### src/hdl/lav_pkg.sv
// Shared types and state encodings for the look-at view matrix block.
package lav_pkg;

  // One input item: eye point, target point, zoom scale.
  typedef struct packed {
    logic signed [31:0] eye_px;
    logic signed [31:0] eye_py;
    logic signed [31:0] eye_pz;
    logic signed [31:0] target_px;
    logic signed [31:0] target_py;
    logic signed [31:0] target_pz;
    logic        [30:0] zoom_factor;
  } in_item_t;

  // One result item: a single matrix row.
  typedef struct packed {
    logic        [1:0]  row_index;
    logic signed [31:0] col_zero;
    logic signed [31:0] col_one;
    logic signed [31:0] col_two;
    logic signed [31:0] col_three;
    logic               degenerate;
    logic               last_row;
  } out_item_t;

  // Queued job: eye, view direction (target - eye) and zoom.
  typedef struct packed {
    logic [2:0][31:0] eye;
    logic [2:0][32:0] dir;
    logic [30:0]      zoom;
  } job_t;

  typedef enum logic [2:0] {
    U_IDLE, U_SHIFT, U_SQ, U_SQRT, U_DIV, U_DONE
  } unit_state_t;

  typedef enum logic [2:0] {
    B_IDLE, B_FWD, B_SIDE, B_CROSS, B_UPX, B_PROD, B_ROWS
  } back_state_t;

endpackage

### src/hdl/lav_front.sv
// Front end: accepts items, forms the view direction, queues jobs.
module lav_front import lav_pkg::*; (
  input  logic     clk,
  input  logic     rst,
  input  logic     start,
  input  in_item_t item,
  output logic     busy,
  input  logic     pop,
  output job_t     job,
  output logic     job_valid
);

  job_t       q [2];
  logic [1:0] cnt;
  logic       wp, rp;
  logic       push;
  job_t       fill;

  assign busy      = (cnt == 2'd2);
  assign push      = start && !busy;
  assign job       = q[rp];
  assign job_valid = (cnt != 2'd0);

  // direction = target - eye at 33 bits
  always_comb begin
    fill.eye[0] = item.eye_px;
    fill.eye[1] = item.eye_py;
    fill.eye[2] = item.eye_pz;
    fill.dir[0] = {item.target_px[31], item.target_px} - {item.eye_px[31], item.eye_px};
    fill.dir[1] = {item.target_py[31], item.target_py} - {item.eye_py[31], item.eye_py};
    fill.dir[2] = {item.target_pz[31], item.target_pz} - {item.eye_pz[31], item.eye_pz};
    fill.zoom   = item.zoom_factor;
  end

  // two-entry queue
  always_ff @(posedge clk) begin
    if (rst) begin
      cnt <= 2'd0;
      wp  <= 1'b0;
      rp  <= 1'b0;
    end else begin
      if (push) begin
        q[wp] <= fill;
        wp    <= ~wp;
      end
      if (pop) rp <= ~rp;
      cnt <= cnt + {1'b0, push} - {1'b0, pop};
    end
  end

endmodule

### config.mk
export PLATFORM = sky130hd
export DESIGN_NAME = lav_front
export DESIGN_NICKNAME = d
export VERILOG_FILES = /design/src/hdl/lav_pkg.sv /design/src/hdl/lav_front.sv
export SDC_FILE = /design/constraint.sdc
export NUM_CORES = 1
export LEC_CHECK = 0
export BUFFER_PORTS_ARGS = -buffer_cell sky130_fd_sc_hd__buf_2
export CAP_MARGIN = 15
export CORE_MARGIN = 2
export CORE_UTILIZATION = 36
export CTS_BUF_LIST = sky130_fd_sc_hd__clkbuf_2 sky130_fd_sc_hd__clkbuf_4 sky130_fd_sc_hd__clkbuf_8
export DETAILED_ROUTE_END_ITERATION = 10
export HOLD_SLACK_MARGIN = 0.02
export PLACE_DENSITY = 0.64
export RECOVER_POWER = 25
export SYNTH_ARGS = -nofsm -noshare
export SYNTH_HDL_FRONTEND = slang
export SYNTH_SLANG_ARGS = --single-unit
### constraint.sdc
create_clock -name clk -period 38.1 [get_ports clk]
set_input_delay 1.905 -clock clk [delete_from_list [all_inputs] [get_ports clk]]
set_output_delay 1.905 -clock clk [all_outputs]
set_load 0.02 [all_outputs]
==> flow_metrics.py <==
metrics = {
    "sta": {
        "finalWorstSetupSlack_ps": 32530,
        "drv_slew": 31,
        "fin_crit_ps": 5570,
        "period_share": 0.146,
        "fmax_ghz": 0.180,
        "finClkSkew_ps": 22.9,
        "tightest_slew_ps": 1710,
        "setup_viol_count_final": 0,
        "hold_viol": 0,
        "slew_headroom": -0.141,
        "finalSetupTns_ps": 0,
        "rsz0062_at_grt": "no",
    },
    "synthesis": {
        "syn-num-nets": 1874,
        "synth-async-reset-ratio": 0,
        "netlist_top_cells_count": "452 x edfxtp_1, 227 x mux2_2, 131 x inv_1",
        "yosysSeqAreaShare": 0.627,
        "synth_cell_types": 67,
        "ys.warnings.count": 0,
        "yosysTopAreaCell": "edfxtp_1",
        "ys.flop_type": "edfxtp_1",
        "synth.most_common_cell": "edfxtp_1",
        "synth.top_cell.area_share": 0.622,
        "netlist_top_cells_area": "edfxtp_1 62%, mux2_2 12%, ha_1 5.6%",
        "synth_edf_count": 452,
        "synth_cells": 1546,
        "synthesis.area_um2": 21800,
        "ys_ff_latch": 457,
        "syn_avg_cell_area_um2": 14.1,
    },
    "min_path": {
        "whs_path_depth": 2,
        "hp-start": "rp",
        "hp-class": "reg -> reg",
    },
    "floorplan": {
        "die_x_um": 250,
        "io_pins": 455,
        "fp-row-count": 90,
        "dieArea_um2": 62600,
        "fp.dieH_um": 250,
        "initial_core_util": 0.363,
        "core_area_um2": 60100,
    },
    "finish": {
        "diodes": 0,
        "drive_gt1_frac": 0.340,
        "fillers": 5586,
        "fin_util": 0.438,
        "nets": 2379,
        "multiInputGateArea_um2": 7490,
        "regArea_um2": 13700,
        "syn2layout_area_growth_pct": 20.9,
    },
    "power": {
        "total_power_mw": 1.34,
        "clockPowerShare": 0.318,
        "power_density_nw_per_um2": 50.8,
        "pwr-share-seq": 0.471,
        "switching_share": 0.288,
        "ir_worst_vdd_mv": 0.0341,
        "intPower_mw": 0.954,
        "p_leak_nw": 10.2,
        "power_frac_comb": 0.211,
        "p_sw_mw": 0.386,
    },
    "clock_network": {
        "cts_root_buf": "clkbuf_8",
        "worstSkewPairLatency_ps": 640,
        "cts_resized": 0,
        "cts.sinks": 457,
        "cts_made_buffers": 80,
        "cts.path.max_buffers": 3,
        "cts_setup_buffers": 0,
        "path_clk_slew_ps": 60,
        "htreeDepth": 3,
        "cts_hold_buf": 0,
        "cts_tree": "done",
    },
    "worst_setup_path": {
        "cp_max_fo": 65,
        "critPathCaptureType": "output port",
        "rr_endpoint": "q[1][0]",
        "startpoint_type": "register",
        "arrival_ps": 3660,
        "r2r_start": "cnt[1]",
        "r2r_cells": 6,
        "r2r_slack_ps": 33690,
        "required_ps": 36190,
        "crit_type": "reg -> out",
    },
    "drt": {
        "vias_per_cell": 4.98,
        "ant_nets": 0,
        "drt_pass1_iterations": 7,
        "drtIter0Drc": 903,
        "drcViolationCount": 0,
        "vias": 14423,
        "wl_per_cell_um": 18.5,
        "drt-total-wl_mm": 53.6,
    },
    "global_routing": {
        "grt_pass1_vias": 14871,
        "overflow": 0,
        "antenna_found_initial": 3,
        "grt_pass1_wl_mm": 82.4,
        "grt_max_degree": 71,
        "grt_usage": 0.167,
    },
    "run": {
        "maxCapViolations": 1,
    },
    "place": {
        "post-dp-hpwl_mm": 39.0,
        "numPortBuffers": 454,
        "place_congestion": 0.880,
        "pre_cts_ws_ps": 33080,
    },
    "outcome": {
        "violations": "capacitance limit, slew limit",
        "outcome": "finished, violations left",
    },
}
## stage by stage
step / cells / hold WS (ps) / cell area, µm²
after global routing: 2894 / 571 / 26400
after floorplan: 1546 / 480 / 21800
final: 2894 / 513 / 26400
after detailed placement: 2751 / 500 / 25000
after CTS: 2894 / 519 / 26500
after global placement: 2751 / 496 / 25000
## power groups by stage
stage / clock [mW] / combinational (mW) / sequential [mW]
global route: 0.461 / 0.308 / 0.635
floorplan: 0 / 0.193 / 0.662
finish: 0.426 / 0.283 / 0.631
CTS: 0.441 / 0.288 / 0.631
detailed placement: 0 / 0.286 / 0.641
global placement: 0 / 0.282 / 0.639
## worst max path at each step
stage | startpoint | endpoint | slack, ps | depth (start not counted)
after floorplan | start | q[1][0] | 18540 | 2
after global placement | start | q[1][203] | 33120 | 6
after detailed placement | start | q[0][0] | 33080 | 6
after CTS | register | job[59] | 32400 | 4
after global routing | register | job[121] | 32260 | 4
final | register | job[84] | 32530 | 4
## critical path, stage by stage (launching register included)
cell     delay [ps]
dfxtp_4         760
buf_4           670
buf_4           820
mux2_2          430
buf_2           180
## cell families after synthesis
group	Yosys count	share of synthesized area
DFF	457	0.627
AOI/OAI and AO/OA	274	0.0826
and+or+nand+nor	234	0.0522
muxes	228	0.118
buffers and inverters	173	0.0301
adders and majority gates	101	0.0590
xor gates and xnor gates	79	0.0317
## state kept, by name (all words and copies together) (netlist names), named ones only
name and flops:
cnt 2, q 452, rp 1, wp 1
## layer usage
| layer | vias to the layer above | track usage | routed length, µm |
|---|---|---|---|
| met5 | - | 0 | 20 |
| met4 | 4 | 0.0423 | 981 |
| met3 | 93 | 0.0550 | 4080 |
| met2 | 478 | 0.284 | 26300 |
| met1 | 7021 | 0.203 | 22200 |
| li1 | 6827 | - | - |
## placed cells by master, fill, tap and decap left out, types with 56 or more instances in the layout
master    synthesis  final
nand2_1          65     65
buf_2             4    339
inv_1           131    131
nor2_1           56     56
ha_1             98     98
clkbuf_8          0     82
mux2_2          227    227
edfxtp_1        452    452
a21oi_1          88     88
clkbuf_1         35    116
## area by class of cell
| class | count | share of cell area |
|---|---|---|
| flip-flops and latches | 457 | 0.519 |
| clock buffers | 113 | 0.0516 |
| repair buffers | 465 | 0.0837 |
| inverters | 131 | 0.0186 |
| well taps | 782 | 0.0371 |
| multi-input cells | 916 | 0.284 |
| clock inverters | 30 | 0.00593 |
(Power assumes the default switching activity.)
